### src/hw/rtl/pbn_pkg.sv
// pbn_pkg: shared types, event codes and panel step table for the
// panel brightness / night controller; no dependencies
`timescale 1ns / 1ps
`default_nettype none

package pbn_pkg;

   localparam int unsigned TimeWidth      = 32;
   localparam logic [TimeWidth-1:0] IdleThresholdReset = 32'd259200000;

   localparam logic [2:0] LVL_DIM   = 3'd0;
   localparam logic [2:0] LVL_FULL  = 3'd3;
   localparam logic [2:0] LVL_NIGHT = 3'd4;

   typedef enum logic [3:0] {
      OP_TICK      = 4'd0,
      OP_SET_LEVEL = 4'd1,
      OP_CYCLE     = 4'd2,
      OP_NIGHT_ON  = 4'd3,
      OP_NIGHT_OFF = 4'd4,
      OP_AUTO      = 4'd5,
      OP_ALARM_ON  = 4'd6,
      OP_ALARM_OFF = 4'd7,
      OP_USER      = 4'd8
   } op_type;

   typedef struct packed {
      logic [3:0]           opcode;
      logic [TimeWidth-1:0] now_ms;
      logic [2:0]           level_request;
      logic                 enable_flag;
   } item_type;

   typedef struct packed {
      logic       save_pulse;
      logic       redraw_pulse;
      logic       apply_pulse;
      logic [7:0] vcomh_byte;
      logic [7:0] precharge_byte;
      logic [7:0] contrast_byte;
      logic       idle_on;
      logic       night_on;
      logic [2:0] level_now;
   } result_type;

   function automatic logic [7:0] step_contrast(input logic [1:0] idx);
      logic [7:0] val;
      case (idx)
         2'd0:    val = 8'h00;
         2'd1:    val = 8'h20;
         2'd2:    val = 8'h80;
         default: val = 8'hFF;
      endcase
      return val;
   endfunction

   function automatic logic [7:0] step_precharge(input logic [1:0] idx);
      logic [7:0] val;
      case (idx)
         2'd0:    val = 8'h11;
         2'd1:    val = 8'h22;
         2'd2:    val = 8'h44;
         default: val = 8'hF1;
      endcase
      return val;
   endfunction

   function automatic logic [7:0] step_vcomh(input logic [1:0] idx);
      logic [7:0] val;
      case (idx)
         2'd0:    val = 8'h00;
         2'd1:    val = 8'h20;
         2'd2:    val = 8'h30;
         default: val = 8'h40;
      endcase
      return val;
   endfunction

endpackage

`default_nettype wire

### src/hw/rtl/pbn_event_unit.sv
// pbn_event_unit: level / alarm / idle state registers and the combinational
// event logic that updates them and forms the result; uses pbn_pkg
`timescale 1ns / 1ps
`default_nettype none

module pbn_event_unit
   import pbn_pkg::*;
(
   input  wire logic                 clock,
   input  wire logic                 reset,
   input  wire logic                 fire,
   input  wire item_type             item,
   input  wire logic [TimeWidth-1:0] idle_threshold,
   output      result_type           result
);

   logic [2:0]           cur_ff,  cur_in;
   logic [1:0]           day_ff,  day_in;
   logic                 rp_ff,   rp_in;
   logic [2:0]           rt_ff,   rt_in;
   logic                 idle_ff, idle_in;
   logic                 ibn_ff,  ibn_in;
   logic [TimeWidth-1:0] last_ff, last_in;

   logic [TimeWidth-1:0] elapsed;
   logic          do_set, do_enter, do_exit;
   logic [2:0]    set_val, clamped;
   logic          apply, redraw, save;
   logic [1:0]    idx;

   assign elapsed = item.now_ms - last_ff;

   always_comb begin
      cur_in   = cur_ff;
      day_in   = day_ff;
      rp_in    = rp_ff;
      rt_in    = rt_ff;
      idle_in  = idle_ff;
      ibn_in   = ibn_ff;
      last_in  = last_ff;
      do_set   = 1'b0;
      do_enter = 1'b0;
      do_exit  = 1'b0;
      set_val  = LVL_FULL;
      clamped  = LVL_FULL;
      apply    = 1'b0;
      redraw   = 1'b0;
      save     = 1'b0;

      case (op_type'(item.opcode))
         OP_TICK: begin
            if (!idle_ff && elapsed >= idle_threshold) begin
               idle_in  = 1'b1;
               ibn_in   = (cur_ff == LVL_NIGHT);
               do_enter = (cur_ff != LVL_NIGHT);
            end
         end
         OP_SET_LEVEL: begin
            do_set  = 1'b1;
            set_val = item.level_request;
         end
         OP_CYCLE: begin
            do_set  = 1'b1;
            set_val = (cur_ff == LVL_NIGHT) ? LVL_DIM : cur_ff + 3'd1;
            save    = 1'b1;
         end
         OP_NIGHT_ON:  do_enter = 1'b1;
         OP_NIGHT_OFF: do_exit  = 1'b1;
         OP_AUTO:      do_exit  = !item.enable_flag;
         OP_ALARM_ON: begin
            if (!rp_ff) begin
               rp_in = 1'b1;
               rt_in = (cur_ff == LVL_NIGHT) ? {1'b0, day_ff} : cur_ff;
            end
            do_set  = 1'b1;
            set_val = LVL_FULL;
         end
         OP_ALARM_OFF: begin
            if (rp_ff) begin
               rp_in   = 1'b0;
               do_set  = 1'b1;
               set_val = rt_ff;
            end
         end
         OP_USER: begin
            last_in = item.now_ms;
            if (idle_ff) begin
               idle_in = 1'b0;
               do_exit = !ibn_ff;
               redraw  = 1'b1;
            end
         end
         default: ;
      endcase

      // night transitions while an alarm holds the panel only retarget the restore
      if (do_enter) begin
         if (rp_ff) begin
            rt_in = LVL_NIGHT;
         end else begin
            do_set  = 1'b1;
            set_val = LVL_NIGHT;
         end
      end
      if (do_exit) begin
         if (rp_ff) begin
            rt_in = {1'b0, day_ff};
         end else if (cur_ff == LVL_NIGHT) begin
            do_set  = 1'b1;
            set_val = {1'b0, day_ff};
         end
      end

      if (do_set) begin
         clamped = (set_val > LVL_NIGHT) ? LVL_FULL : set_val;
         cur_in  = clamped;
         if (clamped != LVL_NIGHT) begin
            day_in = clamped[1:0];
         end
         apply  = 1'b1;
         redraw = 1'b1;
      end
   end

   assign idx = (cur_in == LVL_NIGHT) ? 2'd0 : cur_in[1:0];

   always_comb begin
      result.level_now      = cur_in;
      result.night_on       = (cur_in == LVL_NIGHT);
      result.idle_on        = idle_in;
      result.contrast_byte  = step_contrast(idx);
      result.precharge_byte = step_precharge(idx);
      result.vcomh_byte     = step_vcomh(idx);
      result.apply_pulse    = apply;
      result.redraw_pulse   = redraw;
      result.save_pulse     = save;
   end

   always_ff @(posedge clock) begin
      if (reset) begin
         cur_ff  <= LVL_FULL;
         day_ff  <= LVL_FULL[1:0];
         rp_ff   <= 1'b0;
         rt_ff   <= LVL_DIM;
         idle_ff <= 1'b0;
         ibn_ff  <= 1'b0;
         last_ff <= '0;
      end else if (fire) begin
         cur_ff  <= cur_in;
         day_ff  <= day_in;
         rp_ff   <= rp_in;
         rt_ff   <= rt_in;
         idle_ff <= idle_in;
         ibn_ff  <= ibn_in;
         last_ff <= last_in;
      end
   end

   level_in_range: assert property (@(posedge clock) disable iff (reset)
      cur_ff <= LVL_NIGHT && rt_ff <= LVL_NIGHT)
      else $error("panel level out of range");

   idle_night_origin: assert property (@(posedge clock) disable iff (reset)
      fire && !idle_ff && idle_in && !ibn_in && !rp_ff |-> cur_in == LVL_NIGHT)
      else $error("idle start did not dim to night");

   alarm_forces_full: assert property (@(posedge clock) disable iff (reset)
      fire && item.opcode == OP_ALARM_ON |-> cur_in == LVL_FULL && rp_in)
      else $error("alarm start did not take the panel to full");

endmodule

`default_nettype wire

### src/hw/rtl/panel_brightness_night_controller.sv
// panel_brightness_night_controller: top level with stream ports, input
// register, idle threshold register and result register; uses pbn_pkg and
// pbn_event_unit
//
//  channel | dir | handshake          | payload
//  --------+-----+--------------------+-------------------------------------------
//  req     | in  | tvalid / tready    | tuser opcode, tdata time/level/enable
//  rsp     | out | tvalid / tready    | tdata level, flags, panel bytes, pulses
//  csr     | in  | write enable only  | idle threshold in ms
//
// one item per cycle sustained while the rsp side is not stalled; an item is held in
// the input register, its event logic runs against the state registers in a single
// pass, and the result is captured in the result register
// the input register refills in the same cycle the result register is taken,
// so a stalled rsp side only holds back req once both registers are full
// synchronous reset: state back to full level, no alarm, not idle, threshold
// 259200000 ms; both item registers empty
`timescale 1ns / 1ps
`default_nettype none

module panel_brightness_night_controller
   import pbn_pkg::*;
(
   input  wire logic                 clock,
   input  wire logic                 reset,
   input  wire logic                 req_tvalid,
   output      logic                 req_tready,
   input  wire logic [39:0]          req_tdata,   // now_ms[31:0], level_request[34:32],
                                                  // enable_flag[35], zero[39:36]
   input  wire logic [3:0]           req_tuser,   // opcode[3:0]
   output      logic                 rsp_tvalid,
   input  wire logic                 rsp_tready,
   output      logic [31:0]          rsp_tdata,   // level_now[2:0], night_on[3], idle_on[4],
                                                  // contrast_byte[12:5], precharge_byte[20:13],
                                                  // vcomh_byte[28:21], apply_pulse[29],
                                                  // redraw_pulse[30], save_pulse[31]
   input  wire logic                 csr_we,
   input  wire logic [TimeWidth-1:0] csr_wdata
);

   logic                 in_valid_ff, in_valid_in;
   item_type             in_item_ff;
   logic                 out_valid_ff, out_valid_in;
   result_type           out_res_ff;
   logic [TimeWidth-1:0] thr_ff;
   result_type           step_res;
   logic                 fire;

   // the held item moves on when the result slot is free or being emptied
   assign fire       = in_valid_ff && (!out_valid_ff || rsp_tready);
   assign req_tready = !in_valid_ff || fire;

   always_comb begin
      in_valid_in  = in_valid_ff;
      out_valid_in = out_valid_ff;
      if (fire) begin
         in_valid_in = 1'b0;
      end
      if (req_tvalid && req_tready) begin
         in_valid_in = 1'b1;
      end
      if (rsp_tready) begin
         out_valid_in = 1'b0;
      end
      if (fire) begin
         out_valid_in = 1'b1;
      end
   end

   always_ff @(posedge clock) begin
      if (reset) begin
         in_valid_ff  <= 1'b0;
         out_valid_ff <= 1'b0;
         thr_ff       <= IdleThresholdReset;
      end else begin
         in_valid_ff  <= in_valid_in;
         out_valid_ff <= out_valid_in;
         if (csr_we) begin
            thr_ff <= csr_wdata;
         end
      end
   end

   // payload registers, no reset needed
   always_ff @(posedge clock) begin
      if (req_tvalid && req_tready) begin
         in_item_ff.opcode        <= req_tuser;
         in_item_ff.now_ms        <= req_tdata[31:0];
         in_item_ff.level_request <= req_tdata[34:32];
         in_item_ff.enable_flag   <= req_tdata[35];
      end
      if (fire) begin
         out_res_ff <= step_res;
      end
   end

   pbn_event_unit u_event (
      .clock          (clock),
      .reset          (reset),
      .fire           (fire),
      .item           (in_item_ff),
      .idle_threshold (thr_ff),
      .result         (step_res)
   );

   assign rsp_tvalid = out_valid_ff;
   assign rsp_tdata  = out_res_ff;

   night_flag_match: assert property (@(posedge clock) disable iff (reset)
      rsp_tvalid |-> rsp_tdata[3] == (rsp_tdata[2:0] == LVL_NIGHT))
      else $error("night flag disagrees with level");

   save_needs_apply: assert property (@(posedge clock) disable iff (reset)
      rsp_tvalid && rsp_tdata[31] |-> rsp_tdata[29] && rsp_tdata[30])
      else $error("save pulse without apply and redraw");

   no_fire_when_empty: assert property (@(posedge clock) disable iff (reset)
      fire |=> out_valid_ff)
      else $error("result lost after event processed");

   held_result_kept: assert property (@(posedge clock) disable iff (reset)
      out_valid_ff && !rsp_tready |-> !fire)
      else $error("result register overwritten while stalled");

endmodule

`default_nettype wire
### config.mk
export PLATFORM = sky130hd
export DESIGN_NAME = panel_brightness_night_controller
export DESIGN_NICKNAME = d
export VERILOG_FILES = /design/src/hw/rtl/pbn_pkg.sv /design/src/hw/rtl/pbn_event_unit.sv /design/src/hw/rtl/panel_brightness_night_controller.sv
export SDC_FILE = /design/constraint.sdc
export NUM_CORES = 1
export LEC_CHECK = 0
export BUFFER_PORTS_ARGS = -buffer_cell sky130_fd_sc_hd__buf_2
export CAP_MARGIN = 40
export CORE_MARGIN = 4
export CORE_UTILIZATION = 45
export CTS_CLUSTER_DIAMETER = 50
export CTS_CLUSTER_SIZE = 28
export DETAILED_ROUTE_END_ITERATION = 10
export PLACE_DENSITY = 0.77
export SLEW_MARGIN = 20
export SYNTH_ARGS = -nofsm -noshare
export SYNTH_HDL_FRONTEND = slang
export SYNTH_SLANG_ARGS = --single-unit
### constraint.sdc
create_clock -name clock -period 5.38 [get_ports clock]
set_input_delay 0.269 -clock clock [delete_from_list [all_inputs] [get_ports clock]]
set_output_delay 0.269 -clock clock [all_outputs]
set_load 0.02 [all_outputs]
# After elaboration in Yosys (flattened, before gate mapping)
# Index checks and enable logic that the tools add are counted.
dict set report classes {
  n_addsub 2
  n_mul 0
  div_mod_pow 0
  order_cmp 2
  n_eq_ne 14
  n_shift 0
  n_mux 43
  n_bitwise 0
  n_reduce_logical 20
}
# operator count
set ops {}
lappend ops {{$mux W3} 16}
lappend ops {{$pmux W8 S3} 2}
lappend ops {{$ge A32 B32 Y1} 1}
lappend ops {{$sub A32 B32 Y32} 1}
lappend ops {{$pmux W7 S3} 1}
lappend ops {{$mux W1} 17}
lappend ops {{$eq A4 B3 Y1 const B} 4}
lappend ops {{$pmux W3 S3} 1}
lappend ops {{$eq A4 B2 Y1 const B} 2}
lappend ops {{$pmux W1 S2} 4}
lappend ops {{$eq A3 B3 Y1 const B} 2}
lappend ops {{$ne A3 B3 Y1 const B} 2}
lappend ops {{$reduce_and A3 Y1} 2}
lappend ops {{$reduce_bool A2 Y1} 3}
lappend ops {{$logic_not A1 Y1} 5}
lappend ops {{$eq A4 B1 Y1 const B} 1}
lappend ops {{$eq A4 B4 Y1 const B} 1}
lappend ops {{$logic_not A4 Y1} 1}
lappend ops {{$reduce_and A2 Y1} 2}
lappend ops {{$add A3 B1 Y3 const B} 1}
lappend ops {{$gt A3 B3 Y1 const B} 1}
lappend ops {{$logic_and A1 B1 Y1} 3}
lappend ops {{$pmux W1 S3} 1}
lappend ops {{$reduce_or A3 Y1} 1}
lappend ops {{other kinds (5)} 6}
dict set report totals {
  regBits 149
  latch_bits 0
  mem_bits_rw 0
  mem_bits_ro 0
  input_bits 81
  output_inout_bits 34
  wordCells 104
  memories 0
}

# Longest topological paths before layout
dict set report logic_depth {
  ltp_word 16
  mapped_depth 25
  depth_no_buf 25
}

# Cells and area by module
# A second synthesis with hierarchy kept.
dict set report unflattened {
  cells_unflattened 877
  area_unflattened_um2 8334.2
}
# mod instances cells_each area_per_inst_um2
set modules_own_cells {}
lappend modules_own_cells {pbn_event_unit 1 691 4911.0}
lappend modules_own_cells {panel_brightness_night_controller 1 186 3423.3}

# Worst setup path before layout
# OpenSTA, ideal clock, no wires.
dict set report synth_path {
  kind {reg2reg}
  from {register in_item_ff[4] in the netlist's numbering}
  to {register out_res_ff, in the netlist rsp_tdata[17] (data pin)}
  setup_ps 250
  arrival_ps 4764
  required_time_ps 5130
  path_slack_ps 366
  path_stages_with_launch 24
  path_buffers 0
  period_less_slack_ps 5014
  path_cell_list {edfxtp_1 > inv_1 > ha_1 > inv_1 > fa_1 > a211oi_1 > nor2_1 > o311ai_0 > nand2_1 > a311oi_1 > o31ai_1 > a21o_1 > a21oi_1 > xnor2_1 > ha_1 > nand4_1 > or4_1 > a211o_1 > nand2_2 > a21oi_1 > o21ai_0 > o221ai_1 > ha_1 > inv_1}
}
dict set report synth_via {
  elab_chain_len 16
  elab_cells_between_ends 22
  cone_classes {add/sub (1); order compare (2); eq/ne (3); mux (14); reduce/logical (2)}
}
# element line_no
set synth_lines {}
lappend synth_lines {{start: declaration} panel_brightness_night_controller.sv:42} ;# item_type in_item_ff;
lappend synth_lines {{$sub A32 B32 Y32 *} pbn_event_unit.sv:31} ;# assign elapsed = item.now_ms - last_ff;
lappend synth_lines {{$ge A32 B32 Y1 *} pbn_event_unit.sv:52} ;# if (!idle_ff && elapsed >= idle_threshold) begin
lappend synth_lines {{$logic_and A1 B1 Y1 *} pbn_event_unit.sv:52}
lappend synth_lines {{$mux W1 *} pbn_event_unit.sv:52}
lappend synth_lines {{$pmux W1 S2 *} pbn_event_unit.sv:50} ;# case (op_type'(item.opcode))
lappend synth_lines {{$mux W3} pbn_event_unit.sv:97} ;# if (do_enter) begin
lappend synth_lines {{$mux W3} pbn_event_unit.sv:108} ;# end else if (cur_ff == LVL_NIGHT) begin
lappend synth_lines {{$mux W3} pbn_event_unit.sv:106} ;# if (rp_ff) begin
lappend synth_lines {{$mux W3} pbn_event_unit.sv:105} ;# if (do_exit) begin
lappend synth_lines {{$gt A3 B3 Y1} pbn_event_unit.sv:115} ;# clamped = (set_val > LVL_NIGHT) ? LVL_FULL : set_val;
lappend synth_lines {{$mux W3} pbn_event_unit.sv:115}
lappend synth_lines {{$mux W3 *} pbn_event_unit.sv:114} ;# if (do_set) begin
lappend synth_lines {{$eq A3 B3 Y1} pbn_event_unit.sv:125} ;# assign idx = (cur_in == LVL_NIGHT) ? 2'd0 : cur_in[1:0];
lappend synth_lines {{$mux W2 *} pbn_event_unit.sv:125}
lappend synth_lines {{$eq A2 B2 Y1, or another cell as far along} pbn_pkg.sv:59} ;# case (idx)
lappend synth_lines {{$pmux W8 S3 *} pbn_pkg.sv:59}
lappend synth_lines {{end signal: assignment} panel_brightness_night_controller.sv:93} ;# out_res_ff <= step_res;
lappend synth_lines {{end: declaration} panel_brightness_night_controller.sv:44} ;# result_type out_res_ff;
# Mark *: on every way between the ends. The rest lies on a longest branch, timed or not.
# A chain may end at the register's enable or synchronous reset.

==> impl_metrics.csv <==
group,metric,value,unit
setup_path,timing.critical_path.fanout_max,4,
sta,finClkSkew,11.4,ps
global_routing,grt.met3_usage,4.15,%
placement,buffer_ports.inserted,104,
global_routing,grt_max_degree,64,
clock_tree,cts_inserted_buffers,17,
drt,post_drt_via_cell_ratio,5.23,
power,intPower,0.00195,W
synthesis,post_synth_main_area_contributors,"sky130_fd_sc_hd__edfxtp_1 22%, sky130_fd_sc_hd__dfxtp_1 21%, sky130_fd_sc_hd__ha_1 11%",
setup_path,setup.worst_path.end_class,"flop",
power,power_per_cell_area,297,mW/mm2
sta,setup-violations-final,0,
setup_path,worst_ep_required_time,5540,ps
setup_path,timing.critical_path.arrival,5240,ps
setup_path,crit-reg2reg-capture,"rsp_tdata[19]$_DFFE_PP_",
clock_tree,tritoncts,"yes",
global_routing,antenna_violations_before_repair,0,
synthesis,synth_warnings,0,
global_routing,gr-usage-met1,23.1,%
synthesis,synthDistinctLibCells,71,
setup_path,critical_path_class,"reg2reg",
drt,vias,5989,
power,swShare,25.7,%
setup_path,cp-endpoint,"rsp_tdata[19]$_DFFE_PP_",
global_routing,globalRouteOverflowTotal,0,
global_routing,global_route.usage.met2,30.4,%
synthesis,count_of_flip_flops_with_a_built_in_enable_after_synthesis,54,
layout,num-nets-final,1066,
flow_run,timing.max_cap.violations,0,
power,design_power_total,0.00262,W
power,p_sw,0.000673,W
sta,fin_tns_setup,0,ps
layout,number_of_antenna_repair_diodes,0,
synthesis,mean_instance_size_in_the_synthesized_netlist,9.13,um2
power,power.combinational.fraction,16.3,%
clock_tree,clock_path_buffers,2,
synthesis,mappedNetlistArea,0.00750,mm2
setup_path,ff2ff_setup_slack,300,ps
synthesis,synth.yosys.seq_area_share,42.1,%
clock_tree,cts_max_level,4,
sta,final_min_period_over_clock_period,94.4,%
drt,drtPass1Iterations,5,
drt,wire_per_inst,14.0,um
floorplan,number_of_ports_placed_on_the_die_boundary,115,
power,pwr-share-clk,41.1,%
clock_tree,cts.sink_count,131,
drt,routed_wirelength,16.1,mm
floorplan,design.die.area,0.0188,mm2
setup_path,startpoint_type,"flop",
clock_tree,clock-root-buffer,"sky130_fd_sc_hd__clkbuf_16",
floorplan,die-width,137,um
placement,detailed_place_hpwl,12.0,mm
global_routing,grt-busiest-layer,"met2",
drt,drcViolationCount,0,
drt,antenna_violating_nets_post_route,0,
sta,clock.fmax,0.197,GHz
power,sequential_power_share,42.6,%
synthesis,ys_ff_latch,131,
power,total_leakage_power,3.65,nW
layout,fillCellCount,1436,
setup_path,worstRegToRegCells,22,
status,status,"finished clean",
sta,timing.slew.headroom,50.3,%
synthesis,synth_top_area_cell,"sky130_fd_sc_hd__edfxtp_1",
synthesis,dominant_register_cell_in_the_synthesized_netlist,"sky130_fd_sc_hd__dfxtp_1",
layout,layout_cells_sized_above_1,19.4,%
synthesis,netlist.area_leader.share,21.6,%
placement,place.gp.congestion,0.905,
setup_path,worst_setup_path_startpoint,"in_item_ff[4]$_DFFE_PP_",
floorplan,die_height,137,um
clock_tree,clkSlewWorstSetupHoldPaths,60,ps
global_routing,first_global_vias,5761,
sta,worst_slew_pin_slew,736,ps
sta,period_minus_slack,5080,ps
layout,area_growth,17.9,%
clock_tree,worstSkewPairLatency,420,ps
synthesis,synthCells,822,
floorplan,fp-row-count,46,
hold_path,min-delay-path-class,"in2reg",
floorplan,floorplan.initialDensity,46.6,%
sta,maxSlewViolCount,0,
floorplan,fp.coreArea,0.0161,mm2
global_routing,grt_usage,18.1,%
setup_path,start_of_the_worst_register_to_register_path,"in_item_ff[4]$_DFFE_PP_",
sta,timing.final.hold_violations,0,
synthesis,synth-async-reset-ratio,0,%
drt,drt_first_iter_violations,581,
global_routing,first_pass_grt_wire_length,27.2,mm
power,ir_worst_vdd,0.212,mV
-- layout by cell type, fill, tap and decap left out, types with 17 or more instances in the layout --
master / Yosys / layout
sky130_fd_sc_hd__a21oi_1: 85 / 82
sky130_fd_sc_hd__buf_2: 2 / 104
sky130_fd_sc_hd__clkbuf_16: 0 / 19
sky130_fd_sc_hd__dfxtp_1: 77 / 77
sky130_fd_sc_hd__edfxtp_1: 54 / 54
sky130_fd_sc_hd__ha_1: 68 / 67
sky130_fd_sc_hd__inv_1: 84 / 84
sky130_fd_sc_hd__mux2i_1: 26 / 26
sky130_fd_sc_hd__nand2_1: 111 / 110
sky130_fd_sc_hd__nor2_1: 50 / 50
sky130_fd_sc_hd__o21ai_0: 21 / 20
sky130_fd_sc_hd__xnor2_1: 17 / 17
-- layout make-up --
class                   count  area (um2)  area share (%)
inverters                  84         315            3.56
well taps                 216         270            3.06
clock inverters             3        15.0           0.170
repair buffers            119         678            7.67
flip-flops and latches    131        3160            35.8
clock buffers              29         543            6.14
multi-input cells         563        3860            43.6
-- stage by stage --
stage / cells / hold slack (ps) / worst slack [ps] / area (um2) / util, %
5_1_grt: 1145 / 4.21 / -22.2 / 8850 / 54.9
6_report: 1145 / 19.7 / 301 / 8850 / 54.9
2_1_floorplan: 827 / 368 / 366 / 7520 / -
3_5_place_dp: 1112 / 446 / -24.4 / 8210 / 50.9
4_1_cts: 1144 / 2.33 / 33.3 / 8770 / 54.4
3_3_place_gp: 1109 / 441 / 21.6 / 8140 / 50.5
-- worst min-delay path by stage --
stage                                startpoint                          endpoint  cells past startpoint
2_1_floorplan                     req_tdata[35]           in_item_ff[0]$_DFFE_PP_                      0
3_3_place_gp   u_event.last_ff[29]$_SDFFE_PP0P_  u_event.last_ff[29]$_SDFFE_PP0P_                      2
3_5_place_dp    u_event.last_ff[2]$_SDFFE_PP0P_   u_event.last_ff[2]$_SDFFE_PP0P_                      2
4_1_cts                           req_tdata[10]          in_item_ff[14]$_DFFE_PP_                      1
5_1_grt                           req_tdata[11]          in_item_ff[15]$_DFFE_PP_                      1
6_report                          req_tdata[11]          in_item_ff[15]$_DFFE_PP_                      1
-- worst max-delay path, cell delays in order, from the launching register on --
cell and delay (ps):
sky130_fd_sc_hd__edfxtp_1 370, sky130_fd_sc_hd__inv_1 70, sky130_fd_sc_hd__ha_1 140, sky130_fd_sc_hd__inv_1 60
sky130_fd_sc_hd__fa_2 350, sky130_fd_sc_hd__a211oi_2 180, sky130_fd_sc_hd__nor2_1 80, sky130_fd_sc_hd__o311ai_1 290
sky130_fd_sc_hd__nand2_1 200, sky130_fd_sc_hd__a311oi_2 330, sky130_fd_sc_hd__o31ai_2 120, sky130_fd_sc_hd__a21o_1 220
sky130_fd_sc_hd__a21oi_1 170, sky130_fd_sc_hd__xnor2_1 80, sky130_fd_sc_hd__ha_1 280, sky130_fd_sc_hd__nand4_1 120
sky130_fd_sc_hd__or4_4 560, sky130_fd_sc_hd__a211o_1 310, sky130_fd_sc_hd__nand2_2 120, sky130_fd_sc_hd__nor2_1 110
sky130_fd_sc_hd__o221a_2 320, sky130_fd_sc_hd__ha_1 210, sky130_fd_sc_hd__nand3b_1 150
-- metal layers --
layer / up-vias / share of wire [%] / wire length, um
li1: 3047 / - / -
met1: 2758 / 44 / 7110
met2: 157 / 49 / 7830
met3: 27 / 5.0 / 806
met4: 0 / 1.9 / 306
met5: - / 0 / 0
-- cell usage after synthesis, drive strengths merged (4+ instances only) --
library cell / number
a211oi: 9
a21o: 14
a21oi: 87
a22oi: 5
a31oi: 4
a32oi: 4
and2: 8
and3: 6
buf: 24
clkbuf: 25
dfxtp: 77
edfxtp: 54
ha: 68
inv: 84
mux2i: 26
nand2: 112
nand2b: 5
nand3: 13
nand4: 11
nor2: 50
nor2b: 7
nor3: 6
o211ai: 12
o21a: 5
o21ai: 24
o21bai: 5
or2: 4
xnor2: 17
xor2: 11
-- power groups by stage --
| stage | combinational (W) | clock [W] | sequential, W |
|---|---|---|---|
| floorplan | 0.000303 | 0 | 0.00114 |
| global placement | 0.000403 | 0 | 0.00114 |
| detailed placement | 0.000415 | 0 | 0.00114 |
| CTS | 0.000419 | 0.00110 | 0.00112 |
| global route | 0.000485 | 0.00116 | 0.00112 |
| finish | 0.000427 | 0.00108 | 0.00112 |
-- sequential cells by signal (all words and copies together), names as in the netlist --
register / flops
in_item_ff: 40
in_valid_ff: 1
rsp_tdata: 14
rsp_tvalid: 1
thr_ff: 32
u_event.cur_ff: 3
u_event.day_ff: 2
u_event.ibn_ff: 1
u_event.idle_ff: 1
u_event.last_ff: 32
u_event.rp_ff: 1
u_event.rt_ff: 3
-- repair_timing --
item,CTS,global route
gates cloned,0,0
buffers inserted,0,1
pin swaps,0,5
setup endpoints to repair,5,16
resized for setup,1,17
hold buffers,0,0
-- kinds of logic (layout without fill, tap and decap cells) --
logic type	after synthesis	in the layout	synth area share [%]
AND/OR/NAND/NOR	234	234	14.4
AO/OA/AOI/OAI	200	200	17.3
other	1	6	0.0500
multiplexers	26	26	3.47
XOR/XNOR	28	28	3.27
buffers and inverters	133	235	7.69
flip-flops	131	131	42.1
adder cells (fa/ha/maj)	69	69	11.6
Power figures use the tool's default switching activity.
